<file path="src/design/bop_pkg.sv">
// Shared constants, types and the arctangent table for the bond orientational
// order block. No dependencies.
package bop_pkg;

  localparam int DXW        = 24;  // Q12.12 bond offsets
  localparam int CW         = 27;  // CORDIC x/y datapath width
  localparam int ZW         = 19;  // CORDIC angle datapath width
  localparam int ANGW       = 17;  // binary angle, full turn = 2^17
  localparam int PSIW       = 18;  // Q1.16 results
  localparam int SUMW       = 22;  // cos/sin accumulators
  localparam int MAGW       = 17;  // Q1.16 squared magnitude
  localparam int SYMW       = 4;
  localparam int THRW       = 17;
  localparam int OCNTW      = 16;  // frame liquid count port width
  localparam int ATAN_IW    = 5;
  localparam int CFG_AW     = 1;
  localparam int CFG_DW     = 17;

  localparam logic [SYMW-1:0] SYM_RESET = 4'd6;
  localparam logic [THRW-1:0] THR_RESET = 17'd16384;
  localparam logic signed [CW-1:0] CORDIC_GAIN = 27'sd10188014;

  localparam int MAX_NEIGHBOURS_DEF = 15;
  localparam int CORDIC_STEPS_DEF   = 16;
  localparam int COUNT_WIDTH_DEF    = 16;

  localparam logic [CFG_AW-1:0] REG_SYMMETRY  = 1'd0;
  localparam logic [CFG_AW-1:0] REG_THRESHOLD = 1'd1;

  typedef struct packed {
    logic start;
    logic vectoring;
  } cordic_ctl_t;

  function automatic logic [ANGW-1:0] atan_lut(input logic [ATAN_IW-1:0] idx);
    logic [ANGW-1:0] r;
    case (idx)
      5'd0:  r = 17'd16384;
      5'd1:  r = 17'd9672;
      5'd2:  r = 17'd5110;
      5'd3:  r = 17'd2594;
      5'd4:  r = 17'd1302;
      5'd5:  r = 17'd652;
      5'd6:  r = 17'd326;
      5'd7:  r = 17'd163;
      5'd8:  r = 17'd81;
      5'd9:  r = 17'd41;
      5'd10: r = 17'd20;
      5'd11: r = 17'd10;
      5'd12: r = 17'd5;
      5'd13: r = 17'd3;
      5'd14: r = 17'd1;
      5'd15: r = 17'd1;
      default: r = 17'd0;
    endcase
    return r;
  endfunction

endpackage

</file>
<file path="src/design/bond_orientational_order.sv">
// Top level of the bond orientational order block: control sequencer,
// accumulators, serial squaring and output register. Uses bop_pkg, bop_cordic, bop_div.
//
// One bond at a time enters; the block takes a new item only when idle. For each bond
// the single iterative CORDIC unit runs once in vectoring mode for the bond angle and
// once in rotation mode for the cosine and sine of n times that angle. An item that
// ends a particle then passes through the bit-serial dividers that form the means and
// the bit-serial squaring of the magnitude. An item without a bond that ends nothing
// leaves the block idle. The result waits in an output register, so the next item can
// be taken while it is stalled, unless a second result is ready before the first one
// is taken.
module bond_orientational_order #(
  parameter int MAX_NEIGHBOURS = bop_pkg::MAX_NEIGHBOURS_DEF,
  parameter int CORDIC_STEPS   = bop_pkg::CORDIC_STEPS_DEF,
  parameter int COUNT_WIDTH    = bop_pkg::COUNT_WIDTH_DEF
) (
  input  logic                              clk_i,
  input  logic                              rst_ni,
  input  logic                              cfg_we_i,
  input  logic [bop_pkg::CFG_AW-1:0]        cfg_addr_i,
  input  logic [bop_pkg::CFG_DW-1:0]        cfg_wdata_i,
  input  logic                              in_valid_i,
  output logic                              in_stall_o,
  input  logic signed [bop_pkg::DXW-1:0]    bond_dx_i,
  input  logic signed [bop_pkg::DXW-1:0]    bond_dy_i,
  input  logic                              bond_valid_i,
  input  logic                              particle_last_i,
  input  logic                              frame_last_i,
  output logic                              out_valid_o,
  input  logic                              out_stall_i,
  output logic signed [bop_pkg::PSIW-1:0]   psi_real_o,
  output logic signed [bop_pkg::PSIW-1:0]   psi_imag_o,
  output logic [bop_pkg::MAGW-1:0]          psi_mag_sq_o,
  output logic                              is_liquid_o,
  output logic                              no_neighbours_o,
  output logic                              frame_end_o,
  output logic [bop_pkg::OCNTW-1:0]         frame_liquid_count_o
);

  localparam int BCW = $clog2(MAX_NEIGHBOURS + 1);
  localparam int LCW = (COUNT_WIDTH >= 16) ? 16 : COUNT_WIDTH;
  localparam logic [LCW-1:0] LCAP = {LCW{1'b1}};
  localparam int DVW = bop_pkg::SUMW;
  localparam int SQW = bop_pkg::PSIW - 1;   // magnitude bits of a mean
  localparam int ACW = 2 * SQW + 1;
  localparam int SCW = $clog2(SQW + 1);
  localparam logic [SCW-1:0] SQ_LAST = SCW'(SQW - 1);

  typedef enum logic [5:0] {
    ST_IDLE = 6'b000001,
    ST_VEC  = 6'b000010,
    ST_ROT  = 6'b000100,
    ST_END  = 6'b001000,
    ST_DIV  = 6'b010000,
    ST_SQ   = 6'b100000
  } state_e;

  // Hand-off to the output register happens in ST_END after the squaring pass, or
  // directly for a particle without bonds; a flag marks that the squared sum is ready.
  state_e state_q, state_d;

  function automatic logic signed [bop_pkg::PSIW-1:0] clamp_unit(
    input logic signed [bop_pkg::CW-1:0] v);
    logic signed [bop_pkg::CW-1:0] w;
    logic signed [bop_pkg::PSIW-1:0] r;
    w = (v + 27'sd128) >>> 8;
    if (w > 27'sd65536) r = 18'sd65536;
    else if (w < -27'sd65536) r = -18'sd65536;
    else r = bop_pkg::PSIW'(w);
    return r;
  endfunction

  logic [bop_pkg::SYMW-1:0] sym_q;
  logic [bop_pkg::THRW-1:0] thr_q;
  logic signed [bop_pkg::SUMW-1:0] sre_q, sre_d, sim_q, sim_d;
  logic [BCW-1:0] bcnt_q, bcnt_d;
  logic [LCW-1:0] lcnt_q, lcnt_d, lnew;
  logic last_q, last_d, flast_q, flast_d, zero_q, zero_d, flip_q, flip_d;
  logic none_q, none_d, ready_q, ready_d;
  logic neg_re_q, neg_re_d, neg_im_q, neg_im_d;
  logic signed [bop_pkg::PSIW-1:0] re_q, re_d, im_q, im_d;
  logic [SQW-1:0] mr_q, mr_d, mi_q, mi_d;
  logic [ACW-1:0] ar_q, ar_d, ai_q, ai_d, acc_q, acc_d;
  logic [SCW-1:0] sqc_q, sqc_d;

  logic ov_q, ov_d;
  logic signed [bop_pkg::PSIW-1:0] ore_q, ore_d, oim_q, oim_d;
  logic [bop_pkg::MAGW-1:0] omag_q, omag_d;
  logic oliq_q, oliq_d, onone_q, onone_d, ofe_q, ofe_d;
  logic [bop_pkg::OCNTW-1:0] ocnt_q, ocnt_d;

  bop_pkg::cordic_ctl_t cctl;
  logic signed [bop_pkg::CW-1:0] cx_in, cy_in, cx, cy, dxe, dye, xr, yr;
  logic signed [bop_pkg::ZW-1:0] cz_in, cz, t;
  logic cdone;
  logic [bop_pkg::ANGW-1:0] ang;
  logic [bop_pkg::ANGW+bop_pkg::SYMW-1:0] prod;
  logic signed [bop_pkg::PSIW-1:0] cs, sn;

  logic dstart, ddone, ddone_im;
  logic [DVW-1:0] dvd_re, dvd_im, q_re, q_im;
  logic signed [bop_pkg::SUMW-1:0] abs_re, abs_im;

  logic accept, last_in, load;
  logic [ACW-1:0] rnd;
  logic [bop_pkg::MAGW+1:0] magt;
  logic [bop_pkg::MAGW-1:0] mag;
  logic liquid;

  bop_cordic #(.STEPS(CORDIC_STEPS)) u_cordic (
    .clk_i, .rst_ni, .ctl_i(cctl), .x_i(cx_in), .y_i(cy_in), .z_i(cz_in),
    .done_o(cdone), .x_o(cx), .y_o(cy), .z_o(cz)
  );

  bop_div #(.DW(DVW), .VW(BCW)) u_div_re (
    .clk_i, .rst_ni, .start_i(dstart), .dividend_i(dvd_re), .divisor_i(bcnt_q),
    .done_o(ddone), .quot_o(q_re)
  );

  bop_div #(.DW(DVW), .VW(BCW)) u_div_im (
    .clk_i, .rst_ni, .start_i(dstart), .dividend_i(dvd_im), .divisor_i(bcnt_q),
    .done_o(ddone_im), .quot_o(q_im)
  );

  assign accept = in_valid_i && !in_stall_o;
  assign in_stall_o = (state_q != ST_IDLE);
  assign last_in = particle_last_i || frame_last_i;

  always_comb begin
    dxe = bop_pkg::CW'(bond_dx_i);
    dye = bop_pkg::CW'(bond_dy_i);
    ang = zero_q ? '0 : cz[bop_pkg::ANGW-1:0];
    prod = (bop_pkg::ANGW + bop_pkg::SYMW)'(ang) * (bop_pkg::ANGW + bop_pkg::SYMW)'(sym_q);
    t = bop_pkg::ZW'($signed(prod[bop_pkg::ANGW-1:0]));
    xr = flip_q ? -cx : cx;
    yr = flip_q ? -cy : cy;
    cs = clamp_unit(xr);
    sn = clamp_unit(yr);
    abs_re = sre_q[bop_pkg::SUMW-1] ? -sre_q : sre_q;
    abs_im = sim_q[bop_pkg::SUMW-1] ? -sim_q : sim_q;
    dvd_re = DVW'(abs_re) + DVW'(bcnt_q >> 1);
    dvd_im = DVW'(abs_im) + DVW'(bcnt_q >> 1);
    rnd = acc_q + ACW'(32768);
    magt = (bop_pkg::MAGW + 2)'(rnd >> 16);
    mag = (magt > (bop_pkg::MAGW + 2)'(65536)) ? bop_pkg::MAGW'(65536)
                                               : magt[bop_pkg::MAGW-1:0];
    liquid = !none_q && (mag < thr_q);
    lnew = (liquid && lcnt_q < LCAP) ? lcnt_q + 1'b1 : lcnt_q;
  end

  always_comb begin
    state_d = state_q;
    cctl = '0;
    cx_in = '0;
    cy_in = '0;
    cz_in = '0;
    dstart = 1'b0;
    load = 1'b0;
    sre_d = sre_q;  sim_d = sim_q;  bcnt_d = bcnt_q;  lcnt_d = lcnt_q;
    last_d = last_q;  flast_d = flast_q;  zero_d = zero_q;  flip_d = flip_q;
    none_d = none_q;  ready_d = ready_q;
    neg_re_d = neg_re_q;  neg_im_d = neg_im_q;
    re_d = re_q;  im_d = im_q;
    mr_d = mr_q;  mi_d = mi_q;  ar_d = ar_q;  ai_d = ai_q;  acc_d = acc_q;
    sqc_d = sqc_q;
    ov_d = ov_q && out_stall_i;
    ore_d = ore_q;  oim_d = oim_q;  omag_d = omag_q;  oliq_d = oliq_q;
    onone_d = onone_q;  ofe_d = ofe_q;  ocnt_d = ocnt_q;

    case (state_q)
      ST_IDLE: begin
        if (accept) begin
          last_d = last_in;
          flast_d = frame_last_i;
          ready_d = 1'b0;
          if (bond_valid_i && bcnt_q < BCW'(MAX_NEIGHBOURS)) begin
            zero_d = (bond_dx_i == '0) && (bond_dy_i == '0);
            cctl.start = 1'b1;
            cctl.vectoring = 1'b1;
            if (bond_dx_i[bop_pkg::DXW-1]) begin
              cx_in = -dxe;
              cy_in = -dye;
              cz_in = 19'sd65536;
            end else begin
              cx_in = dxe;
              cy_in = dye;
            end
            state_d = ST_VEC;
          end else if (last_in) begin
            state_d = ST_END;
          end
        end
      end
      ST_VEC: begin
        if (cdone) begin
          // Fold the multiplied angle into a half turn around zero.
          cctl.start = 1'b1;
          cx_in = bop_pkg::CORDIC_GAIN;
          if (t > 19'sd32768) begin
            cz_in = t - 19'sd65536;
            flip_d = 1'b1;
          end else if (t < -19'sd32768) begin
            cz_in = t + 19'sd65536;
            flip_d = 1'b1;
          end else begin
            cz_in = t;
            flip_d = 1'b0;
          end
          state_d = ST_ROT;
        end
      end
      ST_ROT: begin
        if (cdone) begin
          sre_d = sre_q + bop_pkg::SUMW'(cs);
          sim_d = sim_q + bop_pkg::SUMW'(sn);
          bcnt_d = bcnt_q + 1'b1;
          state_d = last_q ? ST_END : ST_IDLE;
        end
      end
      ST_END: begin
        if (!ready_q) begin
          if (bcnt_q == '0) begin
            none_d = 1'b1;
            acc_d = '0;
            re_d = '0;
            im_d = '0;
            ready_d = 1'b1;
          end else begin
            none_d = 1'b0;
            neg_re_d = sre_q[bop_pkg::SUMW-1];
            neg_im_d = sim_q[bop_pkg::SUMW-1];
            dstart = 1'b1;
            state_d = ST_DIV;
          end
        end else if (!ov_q || !out_stall_i) begin
          load = 1'b1;
          ov_d = 1'b1;
          ore_d = re_q;
          oim_d = im_q;
          omag_d = none_q ? '0 : mag;
          oliq_d = liquid;
          onone_d = none_q;
          ofe_d = flast_q;
          ocnt_d = flast_q ? bop_pkg::OCNTW'(lnew) : '0;
          lcnt_d = flast_q ? '0 : lnew;
          sre_d = '0;
          sim_d = '0;
          bcnt_d = '0;
          ready_d = 1'b0;
          state_d = ST_IDLE;
        end
      end
      ST_DIV: begin
        if (ddone) begin
          re_d = neg_re_q ? -bop_pkg::PSIW'(q_re) : bop_pkg::PSIW'(q_re);
          im_d = neg_im_q ? -bop_pkg::PSIW'(q_im) : bop_pkg::PSIW'(q_im);
          mr_d = q_re[SQW-1:0];
          mi_d = q_im[SQW-1:0];
          ar_d = ACW'(q_re[SQW-1:0]);
          ai_d = ACW'(q_im[SQW-1:0]);
          acc_d = '0;
          sqc_d = '0;
          state_d = ST_SQ;
        end
      end
      ST_SQ: begin
        // Shift-and-add squaring, one multiplier bit of each mean per cycle.
        acc_d = acc_q + (mr_q[0] ? ar_q : '0) + (mi_q[0] ? ai_q : '0);
        mr_d = mr_q >> 1;
        mi_d = mi_q >> 1;
        ar_d = ar_q << 1;
        ai_d = ai_q << 1;
        sqc_d = sqc_q + 1'b1;
        if (sqc_q == SQ_LAST) begin
          ready_d = 1'b1;
          state_d = ST_END;
        end
      end
      default: state_d = ST_IDLE;
    endcase
  end

  always_ff @(posedge clk_i or negedge rst_ni) begin
    if (!rst_ni) begin
      state_q <= ST_IDLE;
      sym_q   <= bop_pkg::SYM_RESET;
      thr_q   <= bop_pkg::THR_RESET;
      sre_q   <= '0;
      sim_q   <= '0;
      bcnt_q  <= '0;
      lcnt_q  <= '0;
      ready_q <= 1'b0;
      ov_q    <= 1'b0;
    end else begin
      state_q <= state_d;
      sre_q   <= sre_d;
      sim_q   <= sim_d;
      bcnt_q  <= bcnt_d;
      lcnt_q  <= lcnt_d;
      ready_q <= ready_d;
      ov_q    <= ov_d;
      if (cfg_we_i) begin
        case (cfg_addr_i)
          bop_pkg::REG_SYMMETRY:  sym_q <= cfg_wdata_i[bop_pkg::SYMW-1:0];
          bop_pkg::REG_THRESHOLD: thr_q <= cfg_wdata_i[bop_pkg::THRW-1:0];
          default: ;
        endcase
      end
    end
  end

  always_ff @(posedge clk_i) begin
    last_q <= last_d;  flast_q <= flast_d;  zero_q <= zero_d;  flip_q <= flip_d;
    none_q <= none_d;  neg_re_q <= neg_re_d;  neg_im_q <= neg_im_d;
    re_q <= re_d;  im_q <= im_d;
    mr_q <= mr_d;  mi_q <= mi_d;  ar_q <= ar_d;  ai_q <= ai_d;  acc_q <= acc_d;
    sqc_q <= sqc_d;
    ore_q <= ore_d;  oim_q <= oim_d;  omag_q <= omag_d;  oliq_q <= oliq_d;
    onone_q <= onone_d;  ofe_q <= ofe_d;  ocnt_q <= ocnt_d;
  end

  assign out_valid_o          = ov_q;
  assign psi_real_o           = ore_q;
  assign psi_imag_o           = oim_q;
  assign psi_mag_sq_o         = omag_q;
  assign is_liquid_o          = oliq_q;
  assign no_neighbours_o      = onone_q;
  assign frame_end_o          = ofe_q;
  assign frame_liquid_count_o = ocnt_q;

  a_bond_cap: assert property (@(posedge clk_i) disable iff (!rst_ni)
    bcnt_q <= BCW'(MAX_NEIGHBOURS))
    else $error("bond count beyond the neighbour limit");

  a_cordic_owner: assert property (@(posedge clk_i) disable iff (!rst_ni)
    cdone |-> (state_q == ST_VEC || state_q == ST_ROT))
    else $error("CORDIC finished outside a bond pass");

  a_div_lockstep: assert property (@(posedge clk_i) disable iff (!rst_ni)
    ddone == ddone_im)
    else $error("the two dividers finished in different cycles");

  a_clear_after_load: assert property (@(posedge clk_i) disable iff (!rst_ni)
    load |=> (bcnt_q == '0 && sre_q == '0 && sim_q == '0 && out_valid_o))
    else $error("particle state not cleared after a result transfer");

  a_empty_particle: assert property (@(posedge clk_i) disable iff (!rst_ni)
    (out_valid_o && no_neighbours_o) |-> (psi_mag_sq_o == '0 && !is_liquid_o))
    else $error("particle without bonds reported a nonzero order");

endmodule

</file>
<file path="src/design/bop_cordic.sv">
// Iterative CORDIC, one micro-rotation per cycle, vectoring or rotating mode.
// Depends on bop_pkg.
module bop_cordic #(
  parameter int STEPS = bop_pkg::CORDIC_STEPS_DEF
) (
  input  logic                              clk_i,
  input  logic                              rst_ni,
  input  bop_pkg::cordic_ctl_t              ctl_i,
  input  logic signed [bop_pkg::CW-1:0]     x_i,
  input  logic signed [bop_pkg::CW-1:0]     y_i,
  input  logic signed [bop_pkg::ZW-1:0]     z_i,
  output logic                              done_o,
  output logic signed [bop_pkg::CW-1:0]     x_o,
  output logic signed [bop_pkg::CW-1:0]     y_o,
  output logic signed [bop_pkg::ZW-1:0]     z_o
);

  localparam int SW = $clog2(STEPS + 1);
  localparam logic [SW-1:0] LAST = SW'(STEPS - 1);

  logic signed [bop_pkg::CW-1:0] x_q, x_d, y_q, y_d, xs, ys;
  logic signed [bop_pkg::ZW-1:0] z_q, z_d, at;
  logic [SW-1:0] step_q, step_d;
  logic busy_q, busy_d, done_q, done_d, vec_q, vec_d, cw;

  always_comb begin
    xs = x_q >>> step_q;
    ys = y_q >>> step_q;
    at = bop_pkg::ZW'(bop_pkg::atan_lut(bop_pkg::ATAN_IW'(step_q)));
    // Vectoring drives y to zero, rotation drives the residual angle to zero.
    cw = vec_q ? !y_q[bop_pkg::CW-1] : z_q[bop_pkg::ZW-1];
    x_d = x_q;
    y_d = y_q;
    z_d = z_q;
    step_d = step_q;
    busy_d = busy_q;
    vec_d = vec_q;
    done_d = 1'b0;
    if (ctl_i.start) begin
      x_d = x_i;
      y_d = y_i;
      z_d = z_i;
      step_d = '0;
      busy_d = 1'b1;
      vec_d = ctl_i.vectoring;
    end else if (busy_q) begin
      if (cw) begin
        x_d = x_q + ys;
        y_d = y_q - xs;
        z_d = z_q + at;
      end else begin
        x_d = x_q - ys;
        y_d = y_q + xs;
        z_d = z_q - at;
      end
      step_d = step_q + 1'b1;
      if (step_q == LAST) begin
        busy_d = 1'b0;
        done_d = 1'b1;
      end
    end
  end

  always_ff @(posedge clk_i or negedge rst_ni) begin
    if (!rst_ni) begin
      busy_q <= 1'b0;
      done_q <= 1'b0;
      step_q <= '0;
      vec_q  <= 1'b0;
    end else begin
      busy_q <= busy_d;
      done_q <= done_d;
      step_q <= step_d;
      vec_q  <= vec_d;
    end
  end

  always_ff @(posedge clk_i) begin
    x_q <= x_d;
    y_q <= y_d;
    z_q <= z_d;
  end

  assign done_o = done_q;
  assign x_o = x_q;
  assign y_o = y_q;
  assign z_o = z_q;

endmodule

</file>
<file path="src/design/bop_div.sv">
// Bit-serial restoring divider, one quotient bit per cycle.
// Depends on nothing beyond its parameters.
module bop_div #(
  parameter int DW = 22,
  parameter int VW = 5
) (
  input  logic          clk_i,
  input  logic          rst_ni,
  input  logic          start_i,
  input  logic [DW-1:0] dividend_i,
  input  logic [VW-1:0] divisor_i,
  output logic          done_o,
  output logic [DW-1:0] quot_o
);

  localparam int NW = $clog2(DW + 1);
  localparam logic [NW-1:0] LAST = NW'(DW - 1);

  logic [DW-1:0] sh_q, sh_d;
  logic [VW-1:0] rem_q, rem_d, dv_q, dv_d;
  logic [VW:0]   trial, diff;
  logic [NW-1:0] cnt_q, cnt_d;
  logic busy_q, busy_d, done_q, done_d, ge;

  always_comb begin
    trial = {rem_q, sh_q[DW-1]};
    ge = trial >= {1'b0, dv_q};
    diff = trial - {1'b0, dv_q};
    sh_d = sh_q;
    rem_d = rem_q;
    dv_d = dv_q;
    cnt_d = cnt_q;
    busy_d = busy_q;
    done_d = 1'b0;
    if (start_i) begin
      sh_d = dividend_i;
      rem_d = '0;
      dv_d = divisor_i;
      cnt_d = '0;
      busy_d = 1'b1;
    end else if (busy_q) begin
      sh_d = {sh_q[DW-2:0], ge};
      rem_d = ge ? diff[VW-1:0] : trial[VW-1:0];
      cnt_d = cnt_q + 1'b1;
      if (cnt_q == LAST) begin
        busy_d = 1'b0;
        done_d = 1'b1;
      end
    end
  end

  always_ff @(posedge clk_i or negedge rst_ni) begin
    if (!rst_ni) begin
      busy_q <= 1'b0;
      done_q <= 1'b0;
      cnt_q  <= '0;
    end else begin
      busy_q <= busy_d;
      done_q <= done_d;
      cnt_q  <= cnt_d;
    end
  end

  always_ff @(posedge clk_i) begin
    sh_q  <= sh_d;
    rem_q <= rem_d;
    dv_q  <= dv_d;
  end

  assign done_o = done_q;
  assign quot_o = sh_q;

endmodule

</file>
<file path="config.mk">
export PLATFORM = sky130hd
export DESIGN_NAME = bond_orientational_order
export DESIGN_NICKNAME = d
export VERILOG_FILES = /design/src/design/bop_pkg.sv /design/src/design/bond_orientational_order.sv /design/src/design/bop_cordic.sv /design/src/design/bop_div.sv
export SDC_FILE = /design/constraint.sdc
export NUM_CORES = 2
export LEC_CHECK = 0
export ABC_AREA = 1
export BUFFER_PORTS_ARGS = -buffer_cell sky130_fd_sc_hd__buf_2
export CORE_MARGIN = 4
export CORE_UTILIZATION = 45
export CTS_CLUSTER_DIAMETER = 200
export DETAILED_ROUTE_END_ITERATION = 8
export GPL_ROUTABILITY_DRIVEN = 0
export GPL_TIMING_DRIVEN = 0
export MAX_ROUTING_LAYER = met4
export PLACE_DENSITY = 0.66
export SLEW_MARGIN = 20
export SYNTH_ARGS = -nofsm -noshare
export SYNTH_HDL_FRONTEND = slang
export SYNTH_SLANG_ARGS = --single-unit
</file>
<file path="constraint.sdc">
create_clock -name clk_i -period 12.5 [get_ports clk_i]
set_input_delay 1.25 -clock clk_i [delete_from_list [all_inputs] [get_ports clk_i]]
set_output_delay 1.25 -clock clk_i [all_outputs]
set_load 0.005 [all_outputs]
</file>
Word level (Yosys, flattened, before mapping)
Memory sizes are Yosys's and may differ from the RTL's. Index checks and enable logic that the tools add are counted.

Register bits after elaboration: 502. Latch bits: 0. RAM bits: 0. Bits in read-only memories: 240. Input bits: 74. Output and inout port bits: 74. Logic and storage cells: 291. Memories kept: 1.

$add $sub $neg: 33. Multipliers: 1. Divide/modulo/power cells: 0. Magnitude comparators: 12. Equality and inequality tests: 23. Shifts and indexed selects: 2. Mux-type cells: 130. Bitwise operators: 3. Reduce and logical (&&, ||, !) cells: 38.

Memories: (no name shown) (words 16, width 15, rd ports 1, clocked after memory_dff 0, write ports 0, line bop_pkg.sv:37) `case (idx)`.

Operator list (number): 27-bit 2-to-1 mux (15); 35-bit 2-to-1 mux (7); 22-bit 2-to-1 mux (10); 18-bit 2-to-1 mux (10); 35-bit one-hot mux with 2 select lines (2); 17-bit 2-to-1 mux (8); 19-bit 2-to-1 mux (6); 35-bit one-hot mux with 3 select lines (1); 22-bit one-hot mux with 2 select lines (2); 18-bit one-hot mux with 2 select lines (2); 35-bit adder (2); 17-bit one-hot mux with 2 select lines (2); 6-bit 2-to-1 mux (10); 27-bit adder (2); 27-bit by 9-bit adder with 27-bit output, second input constant (2); 24-bit negation with 27-bit output (2); 27-bit negation (2); 27-bit one-hot mux with 2 select lines (1); 27-bit by 5-bit >>> shifter with 27-bit output (2); 27-bit subtractor (2); 24-bit zero test (2); 22-bit by 18-bit adder with 22-bit output (2); 22-bit by 3-bit adder with 22-bit output (2); 22-bit negation (2); other kinds (55) (144).

Depth between registers and ports, before layout
Depth in word-level cells: 9. Depth in mapped cells: 36. Depth with buffers taken out: 35.

Hierarchy
A second synthesis with hierarchy kept.

Cells, all modules: 6278. Area, all modules: 44133.6 µm².

Modules (own cells, without submodules): bond_orientational_order (instances 1, cells an instance 3945, area each 28750.1 µm², seq. area each 10109.7 µm²); bop_cordic (instances 1, cells an instance 1973, area each 11941.5 µm², seq. area each 2392.3 µm²); bop_div (u_div_re) (instances 1, cells an instance 182, area each 1729.2 µm², seq. area each 1036.0 µm²); bop_div (u_div_im) (instances 1, cells an instance 178, area each 1712.9 µm², seq. area each 1036.0 µm²).

Worst setup path before layout
No wires, ideal clock.

Path kind: register to register. From: register state_q[2]. To: register ai_q[0], enable pin. Library setup time: 0.728 ns. Arrival time: 8.680 ns. Required time: 11.772 ns. Setup slack: 3.092 ns. Stages on the path, launching flop included: 5. Path buffers: 1. Period minus slack after synthesis: 9.408 ns. Cell sequence: dfrtp_1 > nor2_1 > nand4_1 > clkbuf_1 > o21ai_0.

Cells in the longest elaborated chain, start to end: 3. Elaborated cells on any way between the ends: 5. Those cells by class: eq/ne: 3; reduce/logical: 2.

RTL lines: start: declaration (line bond_orientational_order.sv:60) `state_e state_q, state_d;`; start signal: assignment (line bond_orientational_order.sv:295) `state_q <= state_d;`; 6-bit by 5-bit == test with 1-bit output or 6-bit == test (tied branches) (line bond_orientational_order.sv:170) `case (state_q)`; 2-bit by 1-bit != test with 1-bit output (no line) or 2-bit nonzero test (tied branches); 2-bit AND reduction (no line) (*); end signal: assignment (line bond_orientational_order.sv:316) `mr_q <= mr_d; mi_q <= mi_d; ar_q <= ar_d; ai_q <= ai_d; acc_q <= acc_d;`; end: declaration (line bond_orientational_order.sv:83) `logic [ACW-1:0] ar_q, ar_d, ai_q, ai_d, acc_q, acc_d;`.

Mark *: on every way between the ends. The rest lies on a longest branch, timed or not. A chain may end at the register's enable or synchronous reset.

Worst setup path after layout
From: register u_cordic.y_q (netlist bit u_cordic.y_o[26]). To: register u_cordic.z_q (netlist bit u_cordic.z_o[13]) (data pin).

Cells in the longest elaborated chain, start to end: 5.

RTL lines: start: declaration (line bop_cordic.sv:21) `logic signed [bop_pkg::CW-1:0] x_q, x_d, y_q, y_d, xs, ys;`; start signal: assignment (line bop_cordic.sv:80) `y_q <= y_d;`; 1-bit zero test (line bop_cordic.sv:31) `cw = vec_q ? !y_q[bop_pkg::CW-1] : z_q[bop_pkg::ZW-1];`; 1-bit 2-to-1 mux (line bop_cordic.sv:31); 19-bit 2-to-1 mux (line bop_cordic.sv:47) `if (cw) begin`; 19-bit 2-to-1 mux (line bop_cordic.sv:46) `end else if (busy_q) begin`; 19-bit 2-to-1 mux (line bop_cordic.sv:39) `if (ctl_i.start) begin`; via u_cordic.z_d (one bit) (line bop_cordic.sv:22) `logic signed [bop_pkg::ZW-1:0] z_q, z_d, at;`; end signal: assignment (line bop_cordic.sv:81) `z_q <= z_d;`; end: declaration (line bop_cordic.sv:22).

The timed path passes the listed nets, and every way through them passes these cells. The select of a mux whose other input is x is not followed.

==> results.json <==
{
  "synth-async-reset-ratio_pct": 22.71,
  "synth_warnings": 0,
  "drc": 0,
  "ys_top_cells_by_count": "1640 x nand2_1, 714 x inv_1, 577 x nor2_1",
  "ys_ff_latch": 502,
  "dpl.hpwl_um": 106000,
  "crit_fanout": 10,
  "p_sw_share_pct": 52.98,
  "status": "complete, no violations",
  "rows": 112,
  "worstSetupPathType": "reg -> reg",
  "first_iter_violations": 4064,
  "power_frac_seq_pct": 21.4,
  "regArea_um2": 14430,
  "highest_layer": "met4",
  "final_cells": 7515,
  "design_area_um2": 47580,
  "synth_area_leader_cell": "edfxtp_1",
  "power.static_leakage_uw": 0.02233,
  "power_switching_uw": 8082,
  "p_per_area_nw_per_um2": 320.6,
  "grt_pass1_vias": 38970,
  "slew_violations": 0,
  "setup_tns_ps": 0,
  "core_um2": 93890,
  "syn_area_um2": 42820,
  "num_vias": 41210,
  "period_needed_ps": 5770,
  "cts_tree": "yes",
  "cp.arrival_ps": 6130,
  "fp.dieW_um": 316.5,
  "yosysSeqAreaShare_pct": 33.70,
  "rsz0062_at_grt": "false",
  "synth.avg_cell_area_um2": 7.157,
  "syn_to_final_growth_pct": 11.12,
  "cts.path.max_buffers": 3,
  "htreeDepth": 2,
  "avgRoutedWirePerCell_um": 17.76,
  "start_util_pct": 45.61,
  "synth_top_area_share_pct": 26.65,
  "place_inst": 7401,
  "cts-root-buf": "clkbuf_16",
  "synthFlopType": "edfxtp_1",
  "yosysMostFrequentCell": "nand2_1",
  "drive_gt1_share_pct": 7.986,
  "cts_resized": 0,
  "fillers": 9324,
  "tightest_slew_ps": 1054,
  "cp-end-kind": "register",
  "grt_usage_pct": 27.07,
  "clk-insertion-delay-late_ps": 700,
  "hold_class": "reg -> reg",
  "fmax_ghz": 0.1733,
  "drv_cap": 0,
  "ant_nets": 0,
  "cts_setup_buffers": 0,
  "io_buffers": 147,
  "grt.overflow.total": 0,
  "hold_buffers": 0,
  "fin_skew_ps": 67.74,
  "synth_edf_count": 380,
  "setup_viol": 0,
  "cts_sinks": 502,
  "nets": 6575,
  "antenna_found_initial": 1,
  "relSlewSlack_pct": 29.70,
  "die_y_um": 316.5,
  "startpoint_type": "register",
  "synth.area.top_cells": "edfxtp_1 27%, nand2_1 14%, ha_1 6.5%, dfrtp_1 6.4%, inv_1 6.3%",
  "routed_wl_um": 133500,
  "postSynthCellCount": 5983,
  "comb_power_share_pct": 66.6,
  "fin_util_pct": 50.68,
  "first_pass_iters": 6,
  "p_int_uw": 7173,
  "grt_max_degree": 79,
  "cts_buffers": 60,
  "worstPathRequired_ps": 12860,
  "num_antenna_cells": 0,
  "synth.distinct_cells": 78,
  "route.met3.wl_um": 10160,
  "met1_length_um": 57830,
  "peakVddDrop_v": 0.0002323,
  "clk_pin_slew_ps": 60,
  "multi_input_area_um2": 24890,
  "synthesis.nets": 6349,
  "period_share_pct": 46.16,
  "dpl-instance-area_um2": 45480,
  "finalHoldViolCount": 0,
  "wl_met2_um": 60070,
  "viasPerCell": 5.484,
  "dieArea_um2": 100200,
  "grt_pass1_wl_um": 210600,
  "ios": 148,
  "rrSetupSlack_ps": 6730,
  "clockPowerShare_pct": 12.0
}
[sequential cells by signal, indices dropped and copies added, names as in the netlist, 6 cells and up]
name	count
frame_liquid_count_o	16
state_q	6
ar_q	35
psi_real_o	18
sre_q	22
re_q	18
thr_q	17
acc_q	35
u_div_im.quot_o	22
mi_q	17
lcnt_q	16
u_cordic.x_o	27
u_div_re.quot_o	22
u_cordic.z_o	19
im_q	18
psi_imag_o	18
sim_q	22
ai_q	35
u_cordic.y_o	27
mr_q	17
psi_mag_sq_o	17
[layer usage]
layer | vias to the layer above | GRT usage (%)
li1 | 20340 | -
met1 | 18990 | 35.44
met2 | 1567 | 43.31
met3 | 317 | 3.568
met4 | 0 | 9.602
met5 | - | -
[cells by family after synthesis]
| family | after synthesis | share of synthesized area (%) |
|---|---|---|
| buf+inv | 914 | 8.301 |
| flops | 502 | 33.70 |
| compound gates | 948 | 12.43 |
| xor+xnor | 236 | 4.880 |
| simple gates | 3091 | 30.92 |
| fa+ha+maj | 292 | 9.777 |
[final timing paths]
| check | cells after the start | from | endpoint |
|---|---|---|---|
| setup / recovery | 23 | u_cordic.y_o[26] | u_cordic.z_o[13] |
| hold / removal | 0 | im_q[16] | psi_imag_o[16] |
| setup reg to reg | 23 | u_cordic.y_o[26] | u_cordic.z_o[13] |
| hold reg to reg | 0 | im_q[16] | psi_imag_o[16] |
| max in group asynchronous | 2 | rst_ni | u_div_im.cnt_q[1] |
| min in group asynchronous | 1 | rst_ni | lcnt_q[4] |
[final cells by class]
| cell class | instances | share of cell area, % |
|---|---|---|
| Sequential cell | 502 | 30.32 |
| Clock buffer | 73 | 3.476 |
| Timing Repair Buffer | 164 | 2.198 |
| Tap cell | 1254 | 3.298 |
| Buffer | 170 | 1.596 |
| Inverter | 744 | 5.875 |
| Clock inverter | 41 | 0.9256 |
| Multi-Input combinational cell | 4567 | 52.31 |
[stage by stage]
stage          hold WS [ps]  power [uW]  setup WS (ps)
2_1_floorplan         400.3       10530           3092
3_3_place_gp          403.1       12950         -750.4
3_5_place_dp          404.5       13110           6923
4_1_cts               421.1       15020           6872
5_1_grt               426.2       16620           6337
6_report              417.9       15250           6730
[worst max-delay path: stages, from the launching register on]
cell      delay [ps]
edfxtp_1         310
clkbuf_1         620
nand2_1          100
o21ai_0          140
clkbuf_1         480
clkbuf_1         600
clkbuf_1         660
o21ai_0          340
ha_1             370
nand3_1           70
nand2_1          110
nand2_1           60
nand2_1           50
nand2_1           40
nand2_1           70
inv_1             50
o21ai_0          290
inv_1            110
o21ai_0          290
a21boi_0         180
o21ai_0          260
nand2_1           80
nand2_1           70
o22ai_1           90
[cells in the final DEF, fill, tap and decap left out, types with 20 or more instances in the layout]
| master | count |
|---|---|
| xnor2_1 | 67 |
| dfrtp_1 | 110 |
| or2_2 | 24 |
| nand2_1 | 1638 |
| ha_1 | 221 |
| nand3b_1 | 23 |
| inv_1 | 714 |
| xor2_1 | 166 |
| nor3_1 | 103 |
| buf_2 | 183 |
| edfxtp_1 | 380 |
| o22ai_1 | 47 |
| clkbuf_1 | 115 |
| nand2_2 | 38 |
| a21oi_1 | 354 |
| nor2_2 | 36 |
| nand4_1 | 87 |
| clkbuf_16 | 63 |
| fa_1 | 71 |
| o211ai_1 | 23 |
| o21ai_0 | 351 |
| nor4_1 | 24 |
| nor2_1 | 576 |
| a21oi_2 | 20 |
| a31oi_1 | 26 |
| nand3_1 | 490 |
[power groups by stage]
stage	clock network [uW]	logic (uW)	registers (uW)
3_5_place_dp	0	9850	3260
4_1_cts	1870	9920	3230
5_1_grt	1930	11400	3290
6_report	1840	10200	3260
2_1_floorplan	0	7590	2940
3_3_place_gp	0	9680	3270
Note: power is estimated with default switching activity, not from simulation.
